**config.mk**
```make
export PLATFORM = sky130hd
export DESIGN_NAME = dmbt_queue
export DESIGN_NICKNAME = d
export VERILOG_FILES = /design/src/rtl/core/dmbt_pkg.sv /design/src/rtl/core/dmbt_queue.sv
export SDC_FILE = /design/constraint.sdc
export NUM_CORES = 1
export LEC_CHECK = 0
export BUFFER_PORTS_ARGS = -buffer_cell sky130_fd_sc_hd__buf_2
export CORE_UTILIZATION = 35
export CTS_CLUSTER_DIAMETER = 80
export CTS_CLUSTER_SIZE = 20
export DETAILED_ROUTE_END_ITERATION = 16
export MAX_ROUTING_LAYER = met4
export PLACE_DENSITY = 0.64
export SLEW_MARGIN = 15
export SYNTH_ARGS = -nofsm -noshare
export SYNTH_HDL_FRONTEND = slang
export SYNTH_SLANG_ARGS = --single-unit
```
**constraint.sdc**
```tcl
create_clock -name clk -period 3.2 [get_ports clk]
set_input_delay 0.64 -clock clk [delete_from_list [all_inputs] [get_ports clk]]
set_output_delay 0.64 -clock clk [all_outputs]
set_load 0.02 [all_outputs]
```
**src/rtl/core/dmbt_pkg.sv**
```systemverilog
`default_nettype none

package dmbt_pkg;

    // Map geometry
    localparam int NUM_VOICES = 3;
    localparam int NUM_STEPS  = 32;
    localparam int GRID_SIDE  = 5;
    localparam int NODE_SIZE  = NUM_VOICES * NUM_STEPS;
    localparam int MAP_DEPTH  = GRID_SIDE * GRID_SIDE * NODE_SIZE;
    localparam int MAP_AW     = $clog2(MAP_DEPTH);
    localparam int STEP_W     = (NUM_STEPS > 1) ? $clog2(NUM_STEPS) : 1;
    localparam int VOICE_MAX  = NUM_VOICES - 1;

    // Accent threshold on the blended level
    localparam logic [7:0] ACCENT_LEVEL = 8'd192;

    // Request kinds
    typedef enum logic
    {
        KIND_WRITE = 1'b0,
        KIND_QUERY = 1'b1
    } kind_t;

    // Corner read order of a query
    typedef enum logic [1:0]
    {
        CORNER_A = 2'd0,
        CORNER_B = 2'd1,
        CORNER_C = 2'd2,
        CORNER_D = 2'd3
    } corner_t;

    typedef logic [MAP_AW-1:0] map_addr_t;

    // Classified request as it travels from front to back
    typedef struct packed
    {
        kind_t      kind;
        logic       wr_ok;
        map_addr_t  addr;
        logic [7:0] wr_byte;
        logic [7:0] wx;
        logic [7:0] wy;
        logic [7:0] density;
    } dmbt_req_t;

    // Step modulo NUM_STEPS by restoring subtraction against the constant
    function automatic logic [STEP_W-1:0] step_wrap(input logic [7:0] s);
        logic [15:0] r;
        r = 16'(s);
        for (int k = 7; k >= 0; k--)
        begin
            if (r >= 16'(NUM_STEPS << k))
            begin
                r = r - 16'(NUM_STEPS << k);
            end
        end
        return r[STEP_W-1:0];
    endfunction

    // Voice clamped to the last voice
    function automatic logic [2:0] voice_sat(input logic [2:0] v);
        logic [2:0] vmax;
        vmax = 3'(VOICE_MAX);
        return (v > vmax) ? vmax : v;
    endfunction

    // Address of corner A for a query
    function automatic map_addr_t query_addr(input logic [2:0] v, input logic [7:0] x,
                                             input logic [7:0] y, input logic [7:0] s);
        int idx;
        idx = (int'(x[7:6]) * GRID_SIDE + int'(y[7:6])) * NODE_SIZE
              + int'(voice_sat(v)) * NUM_STEPS + int'(step_wrap(s));
        return MAP_AW'(idx);
    endfunction

    // Offset of each corner relative to corner A
    function automatic map_addr_t corner_offset(input corner_t c);
        map_addr_t offs;
        unique case (c)
            CORNER_A: offs = '0;
            CORNER_B: offs = MAP_AW'(GRID_SIDE * NODE_SIZE);
            CORNER_C: offs = MAP_AW'(NODE_SIZE);
            CORNER_D: offs = MAP_AW'((GRID_SIDE + 1) * NODE_SIZE);
            default:  offs = '0;
        endcase
        return offs;
    endfunction

    // 8-bit crossfade: (a*(255-w) + b*w) >> 8
    function automatic logic [7:0] blend8(input logic [7:0] a, input logic [7:0] b,
                                          input logic [7:0] w);
        logic [16:0] sum;
        sum = 17'(a * (8'd255 - w)) + 17'(b * w);
        return sum[15:8];
    endfunction

endpackage

`default_nettype wire

```
**src/rtl/core/dmbt_queue.sv**
```systemverilog
`default_nettype none

module dmbt_queue
(
    input  logic                 clk,
    input  logic                 rst_n,
    input  logic                 push,
    input  dmbt_pkg::dmbt_req_t  push_entry,
    output logic                 full,
    output logic                 q_valid,
    output dmbt_pkg::dmbt_req_t  q_entry,
    input  logic                 pop
);
    import dmbt_pkg::*;

    dmbt_req_t   entry_reg [2];
    logic        wr_ptr_reg;
    logic        wr_ptr_next;
    logic        rd_ptr_reg;
    logic        rd_ptr_next;
    logic [1:0]  count_reg;
    logic [1:0]  count_next;

    assign full    = (count_reg == 2'd2);
    assign q_valid = (count_reg != 2'd0);
    assign q_entry = entry_reg[rd_ptr_reg];

    // Pointer and fill bookkeeping
    always_comb
    begin
        wr_ptr_next = push ? ~wr_ptr_reg : wr_ptr_reg;
        rd_ptr_next = pop ? ~rd_ptr_reg : rd_ptr_reg;
        count_next  = count_reg + 2'(push) - 2'(pop);
    end

    always_ff @(posedge clk or negedge rst_n)
    begin
        if (!rst_n)
        begin
            wr_ptr_reg <= 1'b0;
            rd_ptr_reg <= 1'b0;
            count_reg  <= 2'd0;
        end
        else
        begin
            wr_ptr_reg <= wr_ptr_next;
            rd_ptr_reg <= rd_ptr_next;
            count_reg  <= count_next;
        end
    end

    // Entry storage
    always_ff @(posedge clk)
    begin
        if (push)
        begin
            entry_reg[wr_ptr_reg] <= push_entry;
        end
    end

endmodule

`default_nettype wire

```
==> flow_summary_export.csv <==
group,metric,value,unit
status,outcome,"finished clean",
cells_and_area,syn_to_final_growth,25.39,%
cells_and_area,fin_util,46.09,%
synth,yosys.area_share.simple,0.6870,%
grt,track_usage,11.64,%
clocking,cts_sinks,96,
grt,antenna_found_initial,0,
synth,synth.area.top_cells,"edfxtp_1 (76%), mux2_4 (12%), mux2_2 (4.9%)",
synth,synth_top_area_cell,"edfxtp_1",
cells_and_area,final_cells,403,
timing,setup_tns,0,ps
route,routedWlPerCell,14.48,µm
place,gp_congestion,0.6183,
timing,rsz0062_at_grt,"no",
cells_and_area,diodes,0,
timing,slew_violations,0,
worst_setup_path,arrival,1990,ps
job,max_cap_violations,0,
die,coreArea,9910,µm²
timing,min_period_over_period,82.32,%
place,port_buffers,97,
worst_setup_path,cp_max_fo,21,
worst_setup_path,reg2regPathDepth,2,
die,start_util,36.76,%
route,via_per_inst,4.335,
synth,ys_ff_latch,96,
synth,synthMuxAreaShare,17.31,%
grt,grt_pass1_wl,9163,µm
die,die_h,104.0,µm
clocking,cts_tree,"done",
timing,final.min_clock_period,2634,ps
clocking,ctsHoldBuffers,0,
worst_setup_path,worstPathRequired,2560,ps
route,routed_wl,5834,µm
timing,worst_slew_pin_slew,744.8,ps
pwr,p_per_area,908.9,nW/µm²
route,ant_nets,0,
synth,syn_inst,158,
synth,synth_fa_ha_area_share,0.6870,%
clocking,clockBufferDepth,2,
synth,syn-mean-instance-area,23.05,µm²
route,drtIter0Drc,73,
synth,synth_top_family_by_area,"multiplexers",
synth,synth_cell_types,13,
timing,fin_skew,5.203,ps
grt,grt.overflow.total,0,
place,placedCellCount,387,
timing,finalSetupViolCount,0,
timing,slew_headroom,50.24,%
worst_setup_path,rrSetupSlack,1580,ps
die,pin_count,98,
worst_setup_path,critical_path_class,"flop to primary output",
pwr,p_leak,1.823,nW
synth,mappedNetlistArea,3642,µm²
place,dp_hpwl,3796,µm
synth,ys_warn_count,0,
die,die_area,10820,µm²
hold_path,hold_path_class,"input port to asynchronous set/reset pin",
synth,synthXorXnorAreaFrac,1.134,%
route,vias,1747,
synth,netlist.area_leader.share,75.85,%
route,dr.pass1.iters,4,
synth,syn_nets,210,
pwr,ir_drop,0.0004152,V
worst_setup_path,start_kind,"flop",
clocking,cts_buffers,9,
clocking,cts-root-buf,"clkbuf_8",
cells_and_area,layout.nets,317,
cells_and_area,largest_reg_flops,92,
clocking,clk_pin_slew,80,ps
timing,max_freq,0.3796,GHz
grt,first_global_vias,1853,
synth,seq_area_frac_synth,78.60,%
worst_setup_path,critPathCaptureType,"primary output",
timing,fin_hold_ws,86.09,ps
synth,synth-compound-area-share,0,%
clocking,cts_resized,0,
die,rows,36,
clocking,cts-htree-levels,3,
route,drc,0,
clocking,insertion_delay,340,ps
grt,grt_max_degree,25,
timing,hold_viol,0,
clocking,post_cts_buffers,0,
die,die_w,104.0,µm
cells_and_area,drive_above_1_share,61.48,%
-- stage by stage --
| step | setup WS [ps] | cell area (µm²) | total power, mW |
|---|---|---|---|
| final | 565.7 | 4567 | 4.151 |
| after global routing | 435.4 | 4567 | 4.354 |
| after CTS | 496.8 | 4567 | 4.227 |
| after detailed placement | 896.5 | 4309 | 3.239 |
| after global placement | 914.2 | 4309 | 3.220 |
| after floorplan | 59.30 | 3642 | 2.842 |
-- kinds of logic (layout without fill, tap and decap cells) --
kind of cell | Yosys count | after routing
flip-flops | 96 | 96
adder cells (fa/ha/maj) | 2 | 2
XOR/XNOR | 3 | 3
multiplexers | 46 | 46
AND/OR/NAND/NOR | 4 | 4
buffers and inverters | 7 | 119
-- synthesized netlist by cell type, drive strengths merged --
cell type  count
ha             2
edfxtp        92
and2           1
xor3           1
dfrtp          4
inv            2
xor2           2
or2            1
mux2          46
nor2b          2
buf            5
-- path summary, 6_finish.rpt --
kind | start | to
max | rd_ptr_reg | q_entry[5]
min | rst_n | count_reg[0]
max reg2reg | wr_ptr_reg | entry_reg[0][15]
min reg2reg | wr_ptr_reg | wr_ptr_reg
max in group asynchronous | rst_n | rd_ptr_reg
min in group clk | push_entry[44] | entry_reg[1][44]
-- critical path, stage by stage, from the launching register on --
cell     delay [ps]
dfrtp_2         740
buf_4           370
mux2_2          370
buf_2           160
-- metal layers --
layer / global-route usage (%) / part of all wire, %
met4: 6.122 / 2.0
met5: - / 0
met3: 3.321 / 5.9
met2: 18.33 / 48
met1: 13.56 / 44
-- area by class of cell --
| type | instances | area [µm²] |
|---|---|---|
| clock inverter | 7 | 133.9 |
| sequential | 96 | 2864 |
| timing repair buffer | 101 | 540.5 |
| tap | 133 | 166.4 |
| multi-input combinational | 55 | 730.7 |
| inverter | 2 | 7.507 |
| clock buffer | 9 | 123.9 |
| fill | 862 | 5343 |
-- cells in the final DEF, fill, tap and decap left out, drive strengths merged --
cell,n
edfxtp,92
clkinv,3
or2,1
buf,101
dfrtp,4
inv,2
clkbuf,9
and2,1
mux2,46
bufinv,4
xor2,2
xor3,1
ha,2
nor2b,2
-- power by group --
part           internal (mW)  leakage, nW  switching (mW)  total [mW]
registers               1.67        0.909           0.124        1.79
clock network          0.593        0.131           0.385       0.978
logic                  0.640        0.783           0.740        1.38
total                   2.90         1.82            1.25        4.15
Note: power is estimated with default switching activity, not from simulation.
