==> src/rtl/core/dmbt_pkg.sv <==
`default_nettype none

package dmbt_pkg;

    // Map geometry
    localparam int NUM_VOICES = 3;
    localparam int NUM_STEPS  = 32;
    localparam int GRID_SIDE  = 5;
    localparam int NODE_SIZE  = NUM_VOICES * NUM_STEPS;
    localparam int MAP_DEPTH  = GRID_SIDE * GRID_SIDE * NODE_SIZE;
    localparam int MAP_AW     = $clog2(MAP_DEPTH);
    localparam int STEP_W     = (NUM_STEPS > 1) ? $clog2(NUM_STEPS) : 1;
    localparam int VOICE_MAX  = NUM_VOICES - 1;

    // Accent threshold on the blended level
    localparam logic [7:0] ACCENT_LEVEL = 8'd192;

    // Request kinds
    typedef enum logic
    {
        KIND_WRITE = 1'b0,
        KIND_QUERY = 1'b1
    } kind_t;

    // Corner read order of a query
    typedef enum logic [1:0]
    {
        CORNER_A = 2'd0,
        CORNER_B = 2'd1,
        CORNER_C = 2'd2,
        CORNER_D = 2'd3
    } corner_t;

    typedef logic [MAP_AW-1:0] map_addr_t;

    // Classified request as it travels from front to back
    typedef struct packed
    {
        kind_t      kind;
        logic       wr_ok;
        map_addr_t  addr;
        logic [7:0] wr_byte;
        logic [7:0] wx;
        logic [7:0] wy;
        logic [7:0] density;
    } dmbt_req_t;

    // Step modulo NUM_STEPS by restoring subtraction against the constant
    function automatic logic [STEP_W-1:0] step_wrap(input logic [7:0] s);
        logic [15:0] r;
        r = 16'(s);
        for (int k = 7; k >= 0; k--)
        begin
            if (r >= 16'(NUM_STEPS << k))
            begin
                r = r - 16'(NUM_STEPS << k);
            end
        end
        return r[STEP_W-1:0];
    endfunction

    // Voice clamped to the last voice
    function automatic logic [2:0] voice_sat(input logic [2:0] v);
        logic [2:0] vmax;
        vmax = 3'(VOICE_MAX);
        return (v > vmax) ? vmax : v;
    endfunction

    // Address of corner A for a query
    function automatic map_addr_t query_addr(input logic [2:0] v, input logic [7:0] x,
                                             input logic [7:0] y, input logic [7:0] s);
        int idx;
        idx = (int'(x[7:6]) * GRID_SIDE + int'(y[7:6])) * NODE_SIZE
              + int'(voice_sat(v)) * NUM_STEPS + int'(step_wrap(s));
        return MAP_AW'(idx);
    endfunction

    // Offset of each corner relative to corner A
    function automatic map_addr_t corner_offset(input corner_t c);
        map_addr_t offs;
        unique case (c)
            CORNER_A: offs = '0;
            CORNER_B: offs = MAP_AW'(GRID_SIDE * NODE_SIZE);
            CORNER_C: offs = MAP_AW'(NODE_SIZE);
            CORNER_D: offs = MAP_AW'((GRID_SIDE + 1) * NODE_SIZE);
            default:  offs = '0;
        endcase
        return offs;
    endfunction

    // 8-bit crossfade: (a*(255-w) + b*w) >> 8
    function automatic logic [7:0] blend8(input logic [7:0] a, input logic [7:0] b,
                                          input logic [7:0] w);
        logic [16:0] sum;
        sum = 17'(a * (8'd255 - w)) + 17'(b * w);
        return sum[15:8];
    endfunction

endpackage

`default_nettype wire

==> src/rtl/core/dmbt_front.sv <==
`default_nettype none

module dmbt_front
(
    input  logic                 kind,
    input  logic [11:0]          map_address,
    input  logic [7:0]           map_byte,
    input  logic [2:0]           voice,
    input  logic [7:0]           pos_x,
    input  logic [7:0]           pos_y,
    input  logic [7:0]           fill_density,
    input  logic [7:0]           step_number,
    output dmbt_pkg::dmbt_req_t  req
);
    import dmbt_pkg::*;

    // Classify the request and resolve its map address
    always_comb
    begin
        req.kind    = kind_t'(kind);
        req.wr_byte = map_byte;
        req.wx      = {pos_x[5:0], 2'b00};
        req.wy      = {pos_y[5:0], 2'b00};
        req.density = fill_density;
        if (kind_t'(kind) == KIND_WRITE)
        begin
            req.wr_ok = (int'(map_address) < MAP_DEPTH);
            req.addr  = MAP_AW'(map_address);
        end
        else
        begin
            req.wr_ok = 1'b0;
            req.addr  = query_addr(voice, pos_x, pos_y, step_number);
        end
    end

endmodule

`default_nettype wire

==> config.mk <==
export PLATFORM = sky130hd
export DESIGN_NAME = dmbt_front
export DESIGN_NICKNAME = d
export VERILOG_FILES = /design/src/rtl/core/dmbt_pkg.sv /design/src/rtl/core/dmbt_front.sv
export SDC_FILE = /design/constraint.sdc
export NUM_CORES = 1
export LEC_CHECK = 0
export BUFFER_PORTS_ARGS = -buffer_cell sky130_fd_sc_hd__buf_2
export CAP_MARGIN = 5
export CORE_MARGIN = 1
export CORE_UTILIZATION = 37
export DETAILED_ROUTE_END_ITERATION = 12
export MAX_ROUTING_LAYER = met4
export PLACE_DENSITY = 0.86
export SLEW_MARGIN = 20
export SYNTH_ARGS = -nofsm -noshare
export SYNTH_HDL_FRONTEND = slang
export SYNTH_SLANG_ARGS = --single-unit
==> constraint.sdc <==
create_clock -name vclk -period 4.85
set_input_delay 0.7275 -clock vclk [all_inputs]
set_output_delay 0.7275 -clock vclk [all_outputs]
set_load 0.005 [all_outputs]
==> run metrics, run 1 <==
status finished, final reports clean; Tcrit/Tclk final 90.4%; area delta synth->final -2.28%; vias in the first global route 674; Register Area 0 um2; sequential cell count 0; Die ar. 2730 um2; # DRC 0; postcts setup bufs 0; Crit path required time 4.12 ns; core region area 2300 um2; Vias 758; Worst Hold Class primary input to primary output; Compound-Gate Fraction of Synth Area 17.0%; Top Ports 102; Initial Util 40.6%; cell count after synthesis 116; Simple-Gate Fraction of Synth Area 13.7%; setup TNS 0 ns; Avg Vias per Cell 4.99; Tot GR Track Use 14.0%; Peak VDD IR 0.000159 V; post-cts gate resize count 0; Setup violations, final 0; crit path max fanout 4; register area share after synthesis 0%; Final ANT Viol Nets 0; Placement Cell Area 912 um2; final hold viol count 0; layout cells sized above 1 43.5%; pin count of the biggest net entering global routing 17; Peak Freq 0.228 GHz; post-synthesis xor/xnor area fraction 7.37%; Total Wirelength 1.84 mm; Congestion Overflow GR 0; CP max stage cell fa_1; Synth area leaders buf_4 (27%), ha_1 (17%), mux2_2 (8.4%); WP buf/inv 2; Port Buffers 39; routed length per placed instance 12.1 um; Worst path max stage delay 0.46 ns; Pleak 0.491 nW; number of fill cells in the layout 238; Netlist cell types 35; Setup crit start kind primary input; Synth area leader buf_4; global-route wire length before repair 2.82 mm; # hold bufs at CTS 0; Top delay family on crit path adder cells; nets 197; CP Capture Type primary output; Die Y 52.2 um; mux share of post-synthesis cell area 8.45%; ANT cells 0; critical path class primary input to primary output; Cell Chain, Critical Path buf_2, ha_1, ha_1, ha_1, fa_1, ha_1, nor2b_1, o21bai_1, o31ai_1, a32o_1, o31ai_2, buf_2; Die W 52.2 um; Final Instance Area 912 um2; RSZ-0062 raised after global routing no; Yosys top cell area share 27.3%; post-route minimum period 4.39 ns; combinational family with the most area after synthesis buffers and inverters; row cnt 17; Ys Warns 0; Critical Path AT 3.66 ns; synth cell count leaders buf_4 (34), ha_1 (13), a21oi_1 (9); DRT Pass-1 Iters 4; pins over their slew limit 0; syn_area_per_cell 8.05 um2; Pwr Density 207 nW/um2; initial antenna violation count 0; RePlAce Congestion 0.775; fin util 39.7%; CLK BUF 0; CP dominant cell by count ha_1; synthesized area 933 um2; Post-Synth Adder-Cell Area 21.7%; Initial DRC Count 3; dpl hpwl 1.62 mm; cell with the most instances after synthesis buf_4; max_cap viols 0
## layout make-up
type	count	area (um2)	area share (%)
Multi-Input combinational cell	78	656	71.9
Tap cell	28	35.0	3.84
Inverter	7	26.3	2.88
Timing Repair Buffer	39	195	21.4
## power breakdown
group	internal, mW	total (mW)	switching [mW]
registers	0	0	0
logic	0.0933	0.189	0.0953
clock network	0	0	0
total	0.0933	0.189	0.0953
## per-layer routing
metal	up-vias	part of all wire (%)	track usage (%)
met2	41	50	27.1
met3	12	8.4	0.290
li1	376	-	-
met4	0	7.7	8.77
met1	329	34	13.6
met5	-	0	-
## layout by cell type, fill, tap and decap left out, drive strengths merged, types with 3 or more instances in the layout
cell type,netlist,layout
a21o,3,3
a21oi,10,10
buf,35,39
conb,1,5
ha,13,13
inv,7,7
mux2,7,7
nand2,4,4
nor2,6,6
xnor2,5,5
## cell families (layout without fill, tap and decap cells)
group | after synthesis | in the layout
muxes | 7 | 7
and+or+nand+nor | 21 | 21
xor gates and xnor gates | 7 | 7
AOI/OAI and AO/OA | 23 | 23
adders and majority gates | 15 | 15
other | 1 | 5
buffers and inverters | 42 | 46
## metrics by stage
stage	total power [mW]	setup slack [ns]	std cells	hold slack (ns)
2_1_floorplan	0.162	0.845	120	1.51
3_5_place_dp	0.189	0.421	152	1.46
6_report	0.189	0.464	152	1.46
3_3_place_gp	0.184	0.469	152	1.46
5_1_grt	0.212	0.209	152	1.46
4_1_cts	0.190	0.425	152	1.46
## final timing paths
kind     start      end  slack [ns]  cells after the start
min   pos_y[0]  req[10]        1.46                      0
max   pos_x[7]  req[43]        0.46                     12
No activity file was read; power rests on OpenSTA's default activity.
==> run 2: changes to the inputs <==
==> constraint.sdc (replaced) <==
create_clock -name vclk -period 4.85
set_input_delay 0.485 -clock vclk [all_inputs]
set_output_delay 0.485 -clock vclk [all_outputs]
set_load 0.005 [all_outputs]
==> run 2 against run 1 <==
- final cell count did not move
- first-iteration DRC count rose by 67%
- core utilization did not move
- die area did not move
- via count fell by 1.5%
- global-route usage fell by 0.92 points
==> run metrics, run 2 (synthesis results as in run 1) <==
status finished, final reports clean; CP max stage cell fa_1; core region area 2300 um2; Top delay family on crit path adder cells; Port Buffers 39; # hold bufs at CTS 0; Worst Slack Setup Final 0.936 ns; pins over their slew limit 0; CP Capture Type primary output; multi-input logic area 656 um2; Worst path max stage delay 0.46 ns; ANT cells 0; Critical Path AT 3.43 ns; max_cap viols 0; Peak Freq 0.256 GHz; Crit path required time 4.37 ns; Worst Hold Class primary input to primary output; critical path class primary input to primary output; crit path max fanout 4; postcts setup bufs 0; most frequent cells in the layout buf_2 (39), ha_1 (13), a21oi_1 (9); Layout Cells excl Fill 152; global-route wire length before repair 2.67 mm; Pwr Density 205 nW/um2; final hold viol count 0; Final Instance Area 912 um2; commonest non-fill, non-tap cell in the layout buf_2; Peak VDD IR 0.000138 V; routed length per placed instance 11.1 um; Initial Util 40.6%; post-route minimum period 3.91 ns; Final ANT Viol Nets 0; dpl hpwl 1.49 mm; setup TNS 0 ns; # DRC 0; Post-Place Cells 152; Placement Cell Area 912 um2; Total Wirelength 1.68 mm; Die Y 52.2 um; layout cells sized above 1 43.5%; sequential cell count 0; area delta synth->final -2.28%; post-cts gate resize count 0; Die ar. 2730 um2; pin count of the biggest net entering global routing 17; RSZ-0062 raised after global routing no; Top Ports 102; Congestion Overflow GR 0; Pleak 0.491 nW; WP buf/inv 2; Register Area 0 um2; Tcrit/Tclk final 80.7%; nets 197; initial antenna violation count 0; CLK BUF 0; Avg Vias per Cell 4.91; DRT Pass-1 Iters 3; RePlAce Congestion 0.776; Initial DRC Count 5; Tot GR Track Use 13.1%; fin util 39.7%; vias in the first global route 658; row cnt 17; CP dominant cell by count ha_1; Setup violations, final 0; pre-CTS WS 0.915 ns; Vias 747; Cell Chain, Critical Path buf_2, ha_1, ha_1, ha_1, fa_1, ha_1, nor2b_1, o21bai_1, nor2_1, a32o_1, o31ai_2, buf_2; Die W 52.2 um; number of fill cells in the layout 238; Setup crit start kind primary input
-- run 2: cell counts in the layout (fill, tap and decap cells not counted) --
No cell type changed its count.
-- run 2: cell type report --
class,count,area share (%)
Multi-Input combinational cell,78,71.9
Timing Repair Buffer,39,21.4
Tap cell,28,3.84
Inverter,7,2.88
-- run 2: per-layer routing --
metal  wire (um)  GRT usage, %  share of wire (%)
met1         588          13.7                 35
met2         791          23.9                 47
met3         156         0.290                9.3
met4         142          8.77                8.5
met5           0             -                  0
-- run 2: power breakdown --
group	leakage, nW	switching, mW	internal, mW
Sequential	0	0	0
Clock	0	0	0
Combinational	0.491	0.0937	0.0932
Total	0.491	0.0937	0.0932
-- run 2: path summary, 6_finish.rpt --
check / start / endpoint / slack, ns / cells past startpoint
worst min-delay path: pos_y[0] / req[10] / 0.97 / 0
worst max-delay path: pos_x[7] / req[43] / 0.94 / 12
-- run 2: per-stage QoR --
| step | hold slack [ns] | power [mW] |
|---|---|---|
| after detailed placement | 0.970 | 0.187 |
| after CTS | 0.970 | 0.189 |
| after floorplan | 1.02 | 0.162 |
| after global routing | 0.970 | 0.210 |
| final | 0.970 | 0.187 |
| after global placement | 0.970 | 0.184 |
==> run 3: changes to the inputs <==
==> constraint.sdc (replaced) <==
create_clock -name vclk -period 3.7
set_input_delay 0.37 -clock vclk [all_inputs]
set_output_delay 0.37 -clock vclk [all_outputs]
set_load 0.005 [all_outputs]
==> run 3 against run 2 <==
- largest power group unchanged
- hold slack worse by 0.23 ns
- via count up 5.4%
- core utilization is 2.9 points higher
- die area is the same
- highest routed layer unchanged
- first-iteration DRC count decreased by 60%
- critical endpoint unchanged
- non-clock buffer count up 3
- clock-buffer cell count unchanged
- combinational power is 50% higher
- cell area rose by 7.3%
- routed wire length up 11%
- sequential share of layout area did not move
==> run metrics, run 3 (synthesis results as in run 1) <==
Tot Pwr 281 uW; Placement Cell Area 935 um2; hold_sp pos_y[0]; most frequent cells in the layout buf_2 (39), ha_1 (11), a21oi_1 (9); number of fill cells in the layout 227; critical path class primary input to primary output; Final ANT Viol Nets 0; # DRC 0; Critical Path AT 3.13 ns; core region area 2300 um2; commonest non-fill, non-tap cell in the layout buf_2; RSZ-0062 raised after global routing no; pre-CTS WS 0.0779 ns; worst hold slack 0.740 ns; Initial DRC Count 2; Avg Vias per Cell 5.08; clock power share 0%; hold depth 0; vias in the first global route 722; Total Wirelength 1.86 mm; Pleak 0.505 nW; sequential cell count 0; Congestion Overflow GR 0; sequential group share of total power 0%; max_cap viols 0; Port Buffers 39; ANT cells 0; switch share 48.5%; Logic pwr share 100.0%; worst hold endpoint req[10]; setup TNS 0 ns; Switch Pwr 136 uW; Die ar. 2730 um2; Worst Slack Setup Final 0.202 ns; Vias 787; final hold viol count 0; Die Y 52.2 um; CLK BUF 0; Tot GR Track Use 14.3%; row cnt 17; Crit path required time 3.33 ns; P_int 144 uW; pins over their slew limit 0; Setup violations, final 0; CP Capture Type primary output; Tcrit/Tclk final 94.5%; status finished, final reports clean; post-route minimum period 3.50 ns; layout cells sized above 1 48.0%; Top Ports 102; area delta synth->final 4.83%; Setup crit start kind primary input; Pwr Density 287 nW/um2; Post-Place Cells 155; dpl hpwl 1.61 mm; Worst Hold Class primary input to primary output; fin util 42.6%; pin count of the biggest net entering global routing 17; Register Area 0 um2; crit path max fanout 3; Peak VDD IR 0.000174 V; routed length per placed instance 12.0 um; Peak Freq 0.286 GHz; Die W 52.2 um; Initial Util 40.6%; nets 200; Layout Cells excl Fill 155; RePlAce Congestion 0.774; initial antenna violation count 0; global-route wire length before repair 2.93 mm; DRT Pass-1 Iters 4; Final Instance Area 978 um2
## run 3: changes by cell type in the layout (fill, tap and decap cells not counted), sizes merged
cell  previous run  this run
buf             39        42
## run 3: timing repair
action / 4_1_cts / 5_1_grt
hold buffers: 0 / 0
endpoints found under the setup margin: 0 / 1
setup buffers: 0 / 0
gates resized for setup: 0 / 5
## run 3: area by class of cell
type,instances,area (um2),area share (%)
multi-input combinational,78,699,71.5
timing repair buffer,42,218,22.3
tap,28,35.0,3.58
inverter,7,26.3,2.69
## run 3: how the worst max path moves through the flow
| stage | from | endpoint | slack [ns] | cells after the start |
|---|---|---|---|---|
| 6_report | pos_x[7] | req[43] | 0.20 | 13 |
| 2_1_floorplan | pos_x[7] | req[43] | 0.41 | 10 |
| 3_5_place_dp | pos_x[7] | req[43] | 0.08 | 12 |
| 3_3_place_gp | pos_x[7] | req[43] | 0.11 | 12 |
| 4_1_cts | pos_x[7] | req[43] | 0.06 | 12 |
| 5_1_grt | pos_x[7] | req[43] | 0.03 | 13 |
## run 3: metal layers
layer	wire length (um)	part of all wire, %	global-route usage, %
met1	655	35	14.0
met5	0	0	-
met4	142	7.6	8.77
met3	159	8.5	0.290
met2	903	49	27.8
## run 3: power by group through the flow
stage	Clock (mW)	Sequential, mW	Combinational (mW)
after global placement	0	0	0.254
after global routing	0	0	0.311
after CTS	0	0	0.264
after detailed placement	0	0	0.261
after floorplan	0	0	0.213
final	0	0	0.281
## run 3: worst max-delay path: stages
cell and delay [ns]:
buf_2 0.11, ha_1 0.20, ha_1 0.32, and3_1 0.17, or3_1 0.29, and2_1 0.22, ha_4 0.27, or2_1 0.27
a21oi_4 0.22, nor2_2 0.08, a32o_1 0.27, o31ai_2 0.20, buf_2 0.14
